--- src/rtl/core/cma_pkg.sv ---
// shared constants, types and command/status bundles of the centered moving average unit
package cma_pkg;

  localparam int SAMPLE_W   = 16;
  localparam int WIN_W      = 5;
  localparam int HALF_W     = 4;
  localparam int MAX_WINDOW = 31;
  localparam int PTR_W      = 5;
  localparam int SUM_W      = 21;
  localparam int MAG_W      = 20;
  localparam int DIV_STEPS  = 20;
  localparam int STEP_W     = 5;
  localparam int ADDR_W     = 3;
  localparam int DATA_W     = 32;

  localparam logic [PTR_W-1:0] LAST_SLOT = PTR_W'(MAX_WINDOW - 1);
  localparam logic [PTR_W-1:0] SEEN_SAT  = PTR_W'(MAX_WINDOW);

  localparam logic [WIN_W-1:0] WINDOW_RESET = WIN_W'(3);
  localparam logic             REG_WINDOW_SIZE = 1'b0;

  typedef struct packed {
    logic accept;
    logic setup;
    logic read;
    logic div_load;
    logic div_step;
    logic emit;
  } cma_cmd_t;

  typedef struct packed {
    logic pos_any;
    logic read_last;
    logic div_done;
    logic out_free;
    logic more;
  } cma_stat_t;

endpackage

--- src/rtl/core/cma_ctrl.sv ---
// sequencing state machine of the centered moving average unit
module cma_ctrl (
  input  logic              clk,
  input  logic              rst_n,
  input  logic              in_valid,
  output logic              in_ready,
  input  cma_pkg::cma_stat_t stat,
  output cma_pkg::cma_cmd_t  cmd
);
  import cma_pkg::*;

  typedef enum logic [7:0] {
    ST_IDLE  = 8'b0000_0001,
    ST_START = 8'b0000_0010,
    ST_SETUP = 8'b0000_0100,
    ST_READ  = 8'b0000_1000,
    ST_DRAIN = 8'b0001_0000,
    ST_DLOAD = 8'b0010_0000,
    ST_DIV   = 8'b0100_0000,
    ST_EMIT  = 8'b1000_0000
  } state_t;

  state_t state_r;
  state_t state_nxt;

  always_comb begin
    state_nxt    = state_r;
    cmd          = '0;
    in_ready     = 1'b0;
    case (state_r)
      ST_IDLE: begin
        in_ready   = 1'b1;
        cmd.accept = in_valid;
        if (in_valid) begin
          state_nxt = ST_START;
        end
      end
      ST_START: begin
        state_nxt = stat.pos_any ? ST_SETUP : ST_IDLE;
      end
      ST_SETUP: begin
        cmd.setup = 1'b1;
        state_nxt = ST_READ;
      end
      ST_READ: begin
        cmd.read = 1'b1;
        if (stat.read_last) begin
          state_nxt = ST_DRAIN;
        end
      end
      ST_DRAIN: begin
        state_nxt = ST_DLOAD;
      end
      ST_DLOAD: begin
        cmd.div_load = 1'b1;
        state_nxt    = ST_DIV;
      end
      ST_DIV: begin
        cmd.div_step = 1'b1;
        if (stat.div_done) begin
          state_nxt = ST_EMIT;
        end
      end
      ST_EMIT: begin
        if (stat.out_free) begin
          cmd.emit  = 1'b1;
          state_nxt = stat.more ? ST_SETUP : ST_IDLE;
        end
      end
      default: begin
        state_nxt = ST_IDLE;
      end
    endcase
  end

  always_ff @(posedge clk) begin
    if (!rst_n) begin
      state_r <= ST_IDLE;
    end else begin
      state_r <= state_nxt;
    end
  end

endmodule

--- src/rtl/core/cma_dpath.sv ---
// sample ring, window accumulator, serial divider and output register
module cma_dpath (
  input  logic                          clk,
  input  logic                          rst_n,
  input  cma_pkg::cma_cmd_t             cmd,
  output cma_pkg::cma_stat_t            stat,
  input  logic [cma_pkg::WIN_W-1:0]     window_size,
  input  logic signed [cma_pkg::SAMPLE_W-1:0] in_sample,
  input  logic                          in_last_sample,
  output logic                          out_valid,
  input  logic                          out_ready,
  output logic signed [cma_pkg::SAMPLE_W-1:0] out_average,
  output logic                          out_last_result
);
  import cma_pkg::*;

  logic [SAMPLE_W-1:0] ring_mem [MAX_WINDOW];

  logic [PTR_W-1:0]  wptr_r;
  logic [PTR_W-1:0]  seen_r;
  logic [HALF_W-1:0] h_r;
  logic [PTR_W-1:0]  newest_r;
  logic              last_r;
  logic [PTR_W-1:0]  d_r;
  logic [PTR_W-1:0]  hi_r;
  logic [PTR_W-1:0]  b_r;
  logic [PTR_W-1:0]  raddr_r;
  logic              rd_vld_r;
  logic [SAMPLE_W-1:0] rdata_r;
  logic signed [SUM_W-1:0] acc_r;
  logic              neg_r;
  logic [MAG_W-1:0]  quo_r;
  logic [PTR_W-1:0]  rem_r;
  logic [PTR_W-1:0]  divisor_r;
  logic [STEP_W-1:0] div_cnt_r;
  logic              out_valid_r;
  logic [SAMPLE_W-1:0] out_avg_r;
  logic              out_last_r;

  logic [PTR_W-1:0]  wptr_nxt;
  logic [PTR_W-1:0]  newest_nxt;
  logic [HALF_W-1:0] h_nxt;
  logic [PTR_W-1:0]  d0_nxt;
  logic [PTR_W-1:0]  reach;
  logic [PTR_W-1:0]  hi_nxt;
  logic [SUM_W-1:0]  acc_abs;
  logic [PTR_W:0]    rem_sh;
  logic [PTR_W+1:0]  trial;
  logic [SAMPLE_W-1:0] quo_lo;

  always_comb begin
    wptr_nxt   = wptr_r;
    if (seen_r != '0) begin
      wptr_nxt = (wptr_r == LAST_SLOT) ? '0 : wptr_r + 1'b1;
    end
    newest_nxt = (seen_r == SEEN_SAT) ? LAST_SLOT : seen_r;
    h_nxt      = window_size[WIN_W-1:1];
    d0_nxt     = ({1'b0, h_nxt} <= newest_nxt) ? {1'b0, h_nxt} : newest_nxt;
    reach      = d_r + {1'b0, h_r};
    hi_nxt     = (reach <= newest_r) ? reach : newest_r;
    acc_abs    = acc_r[SUM_W-1] ? SUM_W'(-acc_r) : SUM_W'(acc_r);
    rem_sh     = {rem_r, quo_r[MAG_W-1]};
    trial      = {1'b0, rem_sh} - {2'b00, divisor_r};
    quo_lo     = quo_r[SAMPLE_W-1:0];
  end

  always_ff @(posedge clk) begin
    if (cmd.accept) begin
      ring_mem[wptr_nxt] <= in_sample;
    end
    if (cmd.read) begin
      rdata_r <= ring_mem[raddr_r];
    end
  end

  always_ff @(posedge clk) begin
    if (cmd.accept) begin
      h_r      <= h_nxt;
      newest_r <= newest_nxt;
      last_r   <= in_last_sample;
      d_r      <= d0_nxt;
    end else if (cmd.emit) begin
      d_r <= d_r - 1'b1;
    end
    if (cmd.setup) begin
      hi_r    <= hi_nxt;
      b_r     <= '0;
      raddr_r <= wptr_r;
    end else if (cmd.read) begin
      b_r     <= b_r + 1'b1;
      raddr_r <= (raddr_r == '0) ? LAST_SLOT : raddr_r - 1'b1;
    end
    if (cmd.setup) begin
      acc_r <= '0;
    end else if (rd_vld_r) begin
      acc_r <= acc_r + SUM_W'(signed'(rdata_r));
    end
    if (cmd.div_load) begin
      neg_r     <= acc_r[SUM_W-1];
      quo_r     <= acc_abs[MAG_W-1:0];
      rem_r     <= '0;
      divisor_r <= hi_r + 1'b1;
      div_cnt_r <= '0;
    end else if (cmd.div_step) begin
      if (!trial[PTR_W+1]) begin
        rem_r <= trial[PTR_W-1:0];
        quo_r <= {quo_r[MAG_W-2:0], 1'b1};
      end else begin
        rem_r <= rem_sh[PTR_W-1:0];
        quo_r <= {quo_r[MAG_W-2:0], 1'b0};
      end
      div_cnt_r <= div_cnt_r + 1'b1;
    end
    if (cmd.emit) begin
      out_avg_r  <= neg_r ? SAMPLE_W'(-quo_lo) : quo_lo;
      out_last_r <= last_r && (d_r == '0);
    end
  end

  always_ff @(posedge clk) begin
    if (!rst_n) begin
      wptr_r      <= '0;
      seen_r      <= '0;
      rd_vld_r    <= 1'b0;
      out_valid_r <= 1'b0;
    end else begin
      rd_vld_r <= cmd.read;
      if (cmd.accept) begin
        wptr_r <= wptr_nxt;
        if (in_last_sample) begin
          seen_r <= '0;
        end else if (seen_r != SEEN_SAT) begin
          seen_r <= seen_r + 1'b1;
        end
      end
      if (cmd.emit) begin
        out_valid_r <= 1'b1;
      end else if (out_ready) begin
        out_valid_r <= 1'b0;
      end
    end
  end

  assign stat.pos_any   = last_r || ({1'b0, h_r} <= newest_r);
  assign stat.read_last = (b_r == hi_r);
  assign stat.div_done  = (div_cnt_r == STEP_W'(DIV_STEPS - 1));
  assign stat.out_free  = !out_valid_r || out_ready;
  assign stat.more      = last_r && (d_r != '0);

  assign out_valid       = out_valid_r;
  assign out_average     = out_avg_r;
  assign out_last_result = out_last_r;

  a_emit_no_overwrite: assert property (@(posedge clk) disable iff (!rst_n)
    cmd.emit |-> (!out_valid_r || out_ready))
    else $error("result register overwritten while pending");

  a_acc_done_before_div: assert property (@(posedge clk) disable iff (!rst_n)
    cmd.div_load |-> !rd_vld_r)
    else $error("divider loaded before window sum complete");

  a_read_in_window: assert property (@(posedge clk) disable iff (!rst_n)
    cmd.read |-> (b_r <= hi_r))
    else $error("ring read beyond window");

endmodule

--- src/rtl/core/centered_moving_average_unit.sv ---
// top level of the centered moving average unit: config register, controller and datapath
//
// Input channel in_valid/in_ready carries one signed sample and a flag marking
// the last sample of a data set. Output channel out_valid/out_ready carries one
// average per position, truncated toward zero, with a flag on the final one.
// Results lag the input by half the window (window_size / 2); the last sample
// flushes all pending positions. Register window_size sits at address 0 of
// the APB port and resets to 3; write it only while the unit is idle.
// A new request is taken only in the idle state. A position of c samples
// (c up to 31) takes one ring read per sample from the single ring port plus
// a 20-step shift-subtract divider. A request is finished, and the next one
// can be taken, once its last result is loaded into the output register; a
// request that yields no result goes straight back to idle.
// A finished result waits in the output register while the next request is
// taken; when the receiver stalls, the unit stops only once another result
// is ready to go out. Synchronous reset clears the control state and the set
// in progress; ring contents are not cleared and are never read unwritten.
module centered_moving_average_unit (
  input  logic                                 clk,
  input  logic                                 rst_n,
  input  logic                                 in_valid,
  output logic                                 in_ready,
  input  logic signed [cma_pkg::SAMPLE_W-1:0]  in_sample,
  input  logic                                 in_last_sample,
  output logic                                 out_valid,
  input  logic                                 out_ready,
  output logic signed [cma_pkg::SAMPLE_W-1:0]  out_average,
  output logic                                 out_last_result,
  input  logic                                 psel,
  input  logic                                 penable,
  input  logic                                 pwrite,
  input  logic [cma_pkg::ADDR_W-1:0]           paddr,
  input  logic [cma_pkg::DATA_W-1:0]           pwdata,
  output logic [cma_pkg::DATA_W-1:0]           prdata,
  output logic                                 pready
);
  import cma_pkg::*;

  logic [WIN_W-1:0] window_size_r;
  cma_cmd_t         cmd;
  cma_stat_t        stat;
  logic             reg_hit;

  assign reg_hit = (paddr[ADDR_W-1] == REG_WINDOW_SIZE);
  assign pready  = 1'b1;
  assign prdata  = reg_hit ? DATA_W'(window_size_r) : '0;

  always_ff @(posedge clk) begin
    if (!rst_n) begin
      window_size_r <= WINDOW_RESET;
    end else if (psel && penable && pwrite && reg_hit) begin
      window_size_r <= pwdata[WIN_W-1:0];
    end
  end

  cma_ctrl u_ctrl (
    .clk      (clk),
    .rst_n    (rst_n),
    .in_valid (in_valid),
    .in_ready (in_ready),
    .stat     (stat),
    .cmd      (cmd)
  );

  cma_dpath u_dpath (
    .clk             (clk),
    .rst_n           (rst_n),
    .cmd             (cmd),
    .stat            (stat),
    .window_size     (window_size_r),
    .in_sample       (in_sample),
    .in_last_sample  (in_last_sample),
    .out_valid       (out_valid),
    .out_ready       (out_ready),
    .out_average     (out_average),
    .out_last_result (out_last_result)
  );

endmodule
--- config.mk ---
export PLATFORM = sky130hd
export DESIGN_NAME = centered_moving_average_unit
export DESIGN_NICKNAME = d
export VERILOG_FILES = /design/src/rtl/core/cma_pkg.sv /design/src/rtl/core/cma_ctrl.sv /design/src/rtl/core/cma_dpath.sv /design/src/rtl/core/centered_moving_average_unit.sv
export SDC_FILE = /design/constraint.sdc
export NUM_CORES = 1
export LEC_CHECK = 0
export ABC_AREA = 0
export BUFFER_PORTS_ARGS = -buffer_cell sky130_fd_sc_hd__buf_2
export CORE_AREA = 3 3 234 236
export DETAILED_ROUTE_END_ITERATION = 12
export DIE_AREA = 0 0 237 239
export MAX_ROUTING_LAYER = met4
export PLACE_DENSITY = 0.68
export SYNTH_ARGS = -nofsm -noshare
export SYNTH_HDL_FRONTEND = slang
export SYNTH_SLANG_ARGS = --single-unit
export TNS_END_PERCENT = 50
--- constraint.sdc ---
create_clock -name clk -period 4 [get_ports clk]
set_input_delay 0.4 -clock clk [delete_from_list [all_inputs] [get_ports clk]]
set_output_delay 0.4 -clock clk [all_outputs]
set_load 0.01 [all_outputs]
==> results of run 1 <==
area by class of cell:
class | instances | area (sq um) | share of cell area
Timing Repair Buffer | 106 | 763.2 | 0.02468
Tap cell | 688 | 860.8 | 0.02784
Clock buffer | 84 | 1782 | 0.05762
Clock inverter | 35 | 441.7 | 0.01428
Sequential cell | 641 | 18640 | 0.6027
Multi-Input combinational cell | 908 | 8268 | 0.2674
Inverter | 45 | 170.2 | 0.005503
power groups by stage:
stage | logic, W | clock network, W | registers, W
floorplan | 0.000912 | 0 | 0.00769
finish | 0.00122 | 0.00622 | 0.00762
CTS | 0.00122 | 0.00636 | 0.00762
global placement | 0.00118 | 0 | 0.00775
global route | 0.00137 | 0.00664 | 0.00764
detailed placement | 0.00121 | 0 | 0.00776
synth_stat cells (all sizes together), types with 6 or more instances:
master,number
xnor2,38
or3,9
o21ai,93
or4,7
xor2,34
ha,54
mux2,21
clkbuf,48
nand3,20
nor2,110
edfxtp,580
a211oi,8
a21oi,44
o31ai,13
mux2i,40
dfxtp,61
nor3,27
buf,47
a21o,8
nand4,7
nand2,94
nand2b,18
inv,40
a31oi,8
mux4,144
and3,6
nor2b,11
routing by layer:
layer	global-route usage	vias to the layer above	share of wire
li1	-	6665	-
met1	0.2830	7406	0.41
met2	0.3451	453	0.50
met3	0.03819	86	0.062
met4	0.05864	0	0.024
met5	-	-	0
state kept, by name, indices dropped and copies added (netlist names), 8 cells and up:
register,flops
u_dpath.ring_mem,496
u_dpath.acc_r,21
u_dpath.quo_r,20
u_dpath.out_average,16
u_dpath.rdata_r,16
u_ctrl.state_r,8
path summary, 6_finish.rpt:
path	start	slack, ns	to
worst max-delay path	u_dpath.wptr_r[0]$_SDFFE_PN0P_	0.77	u_dpath.ring_mem[23][8]$_DFFE_PP_
worst min-delay path	pwdata[0]	0.03	window_size_r[0]$_SDFFE_PN1P_
worst max register to register	u_dpath.wptr_r[0]$_SDFFE_PN0P_	0.77	u_dpath.ring_mem[23][8]$_DFFE_PP_
worst min register to register	window_size_r[1]$_SDFFE_PN1P_	0.48	u_dpath.h_r[0]$_DFFE_PP_
cell families after synthesis:
kind of cell / count (synthesis) / synth area share
other cells: 2 / 0.0002742
mux: 205 / 0.1417
fa+ha+maj: 57 / 0.02686
buf+inv: 140 / 0.02366
xor+xnor: 72 / 0.02302
compound gates: 210 / 0.04577
flops: 641 / 0.6805
simple gates: 336 / 0.05825
per-stage QoR:
stage / hold WS (ns) / cell area [sq um] / cells / power, W / worst slack [ns]
detailed placement: 0.4567 / 28700 / 2388 / 0.008970 / 0.7935
finish: 0.02861 / 30920 / 2507 / 0.01506 / 0.7666
CTS: 0.005989 / 30920 / 2507 / 0.01519 / 0.7866
global route: 0.02289 / 30920 / 2507 / 0.01565 / 0.5491
global placement: 0.4603 / 28700 / 2388 / 0.008928 / 0.8411
floorplan: 0.4295 / 27490 / 1689 / 0.008602 / 0.7008
cells in the final DEF, fill, tap and decap left out, types with 5 or more instances in the layout:
master and n:
o31ai_1 13, nand2_1 93, nand4_1 7, edfxtp_1 580, nor3_1 27, or3_1 9
mux4_2 144, ha_1 54, clkbuf_16 68, a21oi_1 44, mux2_2 21, nor2_1 82
inv_6 6, a31oi_1 8, xnor2_1 38, clkinv_2 11, a211oi_1 8, nor2b_1 11
clkbuf_1 14, nand3_1 20, inv_1 39, mux2i_1 40, a21o_1 8, xor2_1 34
o21ai_0 89, buf_4 45, and4_1 5, nand3b_1 5, nor2_2 28, or4_1 5
buf_2 53, dfxtp_1 61, bufinv_16 7, clkinv_1 12, and3_1 6, o41ai_1 5
buf_12 8, nand2b_1 18, conb_1 28
worst max-delay path: cells and delay by family (launching register included):
kind	cells	cell delay, ns
adders and majority gates	1	0.25
DFF	1	0.58
and+or+nand+nor	4	1.45
AOI/OAI and AO/OA	1	0.24
buffers and inverters	2	0.42
==> metrics.csv, run 1 <==
stage;metric;value;unit
route;vias;14610;
synthesis;synthArstFlopShare;0;
global_routing;antenna_found_initial;1;
place;gp_congestion;0.8837;
power_and_ir_drop;internal_power;0.01163;W
synthesis;synth-seq-cells;641;
global_routing;grt_overflow;0;
timing;fin_tns_setup;0;ns
synthesis;yosys_warnings;0;
layout;drive_gt1_frac;0.2254;
timing;timing.fmax;309.3;MHz
route;first_pass_iters;5;
global_routing;grtUsageTotal;0.2136;
worst_setup_path;critical_path_required;4.31;ns
synthesis;ys_seq_area_frac;0.6805;
synthesis;synth.largest_area_cell;edfxtp_1;
route;postRouteAntennaNets;0;
layout;fin_nets;1886;
clocking;cts_tree;done;
power_and_ir_drop;seq_power_share;0.506;
power_and_ir_drop;clockPowerShare;0.413;
run_status;outcome;completed;
timing;period_needed;3.233;ns
synthesis;synthCells;1663;
global_routing;grt_max_degree;44;
floorplanning;initial_core_util;0.5202;
global_routing;grt_pass1_wl;88830;um
route;drtIter0Drc;1339;
clocking;cts_hold_buf;0;
layout;fill_cells;3855;
route;wl;57390;um
floorplanning;die_height;239;um
synthesis;avgSynthCellArea;16.47;sq um
floorplanning;core-area;52660;sq um
worst_setup_path;max_stage_delay;0.58;ns
synthesis;synthDistinctLibCells;70;
worst_setup_path;endpoint_kind;flip-flop;
worst_setup_path;slowest_stage;dfxtp_1;
clocking;cts_resized;0;
min_path;hold_class;in2reg;
synthesis;synth_area_leaders;edfxtp_1 64%, mux4_2 12%, dfxtp_1 4.5%;
floorplanning;die_w;237;um
worst_setup_path;worstPathCellList;inv_1 > ha_1 > and4_1 > or2_2 > o31ai_1 > nand2_1 > nor2_2 > buf_12;
synthesis;synth_top_area_frac;0.6359;
power_and_ir_drop;power_density;487.0;nW/um^2
power_and_ir_drop;p_sw_frac;0.2280;
layout;num_antenna_cells;0;
synthesis;syn_area;27390;sq um
timing;slew_viol_final;0;
timing;tightestPinTransition;1.205;ns
worst_setup_path;worstPathArrival;3.55;ns
timing;setup_violations;0;
layout;final_util;0.5873;
clocking;clockBufferDepth;3;
worst_setup_path;cp_max_fo;13;
place;io_buffers;53;
place;dpl.hpwl;35180;um
synthesis;synth_edf_count;580;
clocking;cts.sinks;641;
timing;fin_skew;0.02725;ns
global_routing;grt_pass1_vias;14770;
timing;finalCritPeriodShare;0.8084;
power_and_ir_drop;ir_drop;553.4;uV
synthesis;synth_flop_cell;edfxtp_1;
timing;rsz0062_at_grt;no;
clocking;path_clk_slew;0.06;ns
floorplanning;ioPinCount;111;
clocking;cts_max_level;3;
clocking;clk_latency;0.61;ns
clocking;cts_setup_buffers;0;
job;maxCapViolations;0;
route;wire_per_inst;22.89;um
worst_setup_path;r2r.worst_path.cells;8;
min_path;hold_depth;3;
route;avgViaCountPerCell;5.828;
route;post-route-drc-count;0;
power_and_ir_drop;power_leakage;10.59;nW
floorplanning;dieArea;56640;sq um
timing;hold_violations;0;
worst_setup_path;worst-setup-path-type;reg2reg;
power_and_ir_drop;p_sw;0.003433;W
clocking;root_buffer;clkbuf_16;
worst_setup_path;crit_path_start_kind;flip-flop;
floorplanning;fp-row-count;84;
layout;area_growth;12.91;%
timing;relSlewSlack;0.1966;
clocking;numCtsBuffers;68;
power_and_ir_drop;p_comb_frac;0.081;
Note: power is estimated with default switching activity, not from simulation.
==> run 2: changes to the inputs <==
PLACE_DENSITY = 0.71   (was 0.68)
clock period = 2.8 ns   (was 4 ns; I/O delays follow)
==> run 2 against run 1 <==
Effect of this change:
- the flow now finishes with violations (negative setup slack)
- global-route usage rose by 0.33 points
- via count rose by 2.7%
- sequential share of layout area fell by 2.1 points
- total power rose by 44%
- critical endpoint is now u_dpath.hi_r[1]$_DFFE_PP_
- non-clock buffer count rose by 81
- largest cell class unchanged
- final cell count rose by 2.9%
- sequential power rose by 42%
- critical path depth rose by 1
- cell area rose by 3.7%
- clock skew rose by 0.0072 ns
- first-iteration DRC count fell by 13%
- routed wire length rose by 2.7%
==> metrics.csv, run 2 (synthesized netlist as in run 1, its figures left out) <==
stage;metric;value;unit
layout;final_area;32060;sq um
worst_setup_path;worst-setup-path-type;reg2reg;
worst_setup_path;max_stage_delay;0.40;ns
route;wire_per_inst;22.85;um
floorplanning;initial_core_util;0.5202;
global_routing;grtUsageTotal;0.2169;
timing;rsz0062_at_grt;yes;
layout;final_cell_mix;580 x edfxtp_1, 144 x mux4_2, 92 x nand2_1;
global_routing;grt_max_degree;56;
power_and_ir_drop;ir_drop;586.8;uV
run_status;outcome;finished with violations;
worst_setup_path;worstPathCellList;ha_2 > fa_2 > a21o_1 > a21oi_2 > xnor2_1 > ha_1 > and3_1 > a31oi_4 > mux2_4;
layout;num_antenna_cells;0;
layout;area_growth;17.05;%
clocking;cts_max_level;2;
power_and_ir_drop;power;0.02162;W
floorplanning;ioPinCount;111;
layout;drive_gt1_frac;0.2558;
global_routing;antenna_found_initial;0;
place;dpl.hpwl;37410;um
clocking;cts_tree;done;
run_status;failed_checks;negative setup slack;
worst_setup_path;critical_path_required;3.16;ns
layout;fin_nets;1960;
layout;max_flop_register;u_dpath.ring_mem;
timing;tightestPinTransition;1.090;ns
worst_setup_path;crit_buf_inv;0;
layout;largest_register_ffs;496;
timing;relSlewSlack;0.2735;
power_and_ir_drop;power_leakage;11.04;nW
worst_setup_path;slowest_stage;edfxtp_1;
timing;period_needed;2.831;ns
global_routing;grt_pass1_vias;15560;
place;dp_cells;2452;
worst_setup_path;r2r.worst_path.cells;9;
route;avgViaCountPerCell;5.817;
timing;fin_ws;-0.03123;ns
worst_setup_path;endpoint_kind;flip-flop;
clocking;clk_latency;0.64;ns
floorplanning;die_height;239;um
place;pre_cts_slack;-0.2136;ns
layout;fill_cells;3741;
worst_setup_path;cp_max_fo;5;
clocking;root_buffer;clkbuf_16;
worst_setup_path;crit_path_start_kind;flip-flop;
timing;setup_violations;5;
power_and_ir_drop;power_density;674.3;nW/um^2
floorplanning;core-area;52660;sq um
layout;finalNonFillerCells;2580;
global_routing;grt_pass1_wl;91170;um
clocking;cts.sinks;641;
timing;timing.fmax;353.2;MHz
route;post-route-drc-count;0;
floorplanning;dieArea;56640;sq um
place;io_buffers;53;
route;postRouteAntennaNets;0;
worst_setup_path;worstPathArrival;3.19;ns
timing;fin_skew;0.03445;ns
worst_setup_path;crit_cells;9;
timing;hold_violations;0;
route;first_pass_iters;5;
place;gp_congestion;0.8383;
timing;whs;0.1461;ns
global_routing;grt_overflow;0;
route;drtIter0Drc;1169;
timing;finalCritPeriodShare;1.011;
route;vias;15010;
place;place_area;29700;sq um
clocking;path_clk_slew;0.06;ns
min_path;hold_class;in2reg;
floorplanning;fp-row-count;84;
timing;slew_viol_final;0;
clocking;numCtsBuffers;61;
route;wl;58950;um
layout;layout_commonest_cell;edfxtp_1;
job;maxCapViolations;0;
min_path;hold_depth;1;
worst_setup_path;cpLargestDelayFamily;adder cells;
clocking;clockBufferDepth;3;
layout;reg_top3;u_dpath.ring_mem (496), u_dpath.acc_r (21), u_dpath.quo_r (20);
floorplanning;die_w;237;um
[run 2: cell count changes in the layout (fill, tap and decap cells not counted), sizes merged, moves of 2 or more]
cell,before,now
buf,106,176
bufinv,7,11
clkbuf,84,77
clkinvlp,0,2
dlygate4sd3,0,11
inv,46,40
[run 2: worst paths after layout]
kind	from	endpoint	slack, ns
setup / recovery	u_dpath.h_r[0]$_DFFE_PP_	u_dpath.hi_r[1]$_DFFE_PP_	-0.03
setup reg to reg	u_dpath.h_r[0]$_DFFE_PP_	u_dpath.hi_r[1]$_DFFE_PP_	-0.03
hold reg to reg	window_size_r[1]$_SDFFE_PN1P_	u_dpath.h_r[0]$_DFFE_PP_	0.46
hold / removal	in_sample[12]	u_dpath.ring_mem[7][12]$_DFFE_PP_	0.15
[run 2: report_power, final]
part,internal [W],total (W),switching [W]
registers,0.0107,0.0108,0.000178
logic,0.000986,0.00219,0.00121
clock network,0.00508,0.00858,0.00350
[run 2: routing by layer]
| metal | GRT usage | wire length [um] |
|---|---|---|
| met1 | 0.2706 | 23710 |
| met2 | 0.3653 | 30000 |
| met3 | 0.03530 | 3292 |
| met4 | 0.07220 | 1942 |
| met5 | - | 0 |
[run 2: per-stage QoR]
stage               utilization  setup TNS [ns]
detailed placement       0.5641          -2.767
CTS                      0.6076               0
floorplan                     -          -24.12
global route             0.6088          -1.845
finish                   0.6088         -0.1153
global placement         0.5641         -0.6533
[run 2: final cells by class]
| cell class | instances | area, sq um | area share |
|---|---|---|---|
| clock buffer | 77 | 1608 | 0.05015 |
| clock inverter | 34 | 493.0 | 0.01538 |
| inverter | 45 | 170.2 | 0.005308 |
| multi-input combinational | 908 | 8457 | 0.2638 |
| sequential | 641 | 18640 | 0.5814 |
| tap | 688 | 860.8 | 0.02685 |
| timing repair buffer | 187 | 1832 | 0.05714 |
[run 2: repair_timing]
item                                   4_1_cts  5_1_grt
resized for setup                           13       12
setup endpoints to repair                   48       40
endpoints found under the hold margin        9        0
hold buffers                                11        0
buffers inserted                             4        2
pin swaps                                    4        4
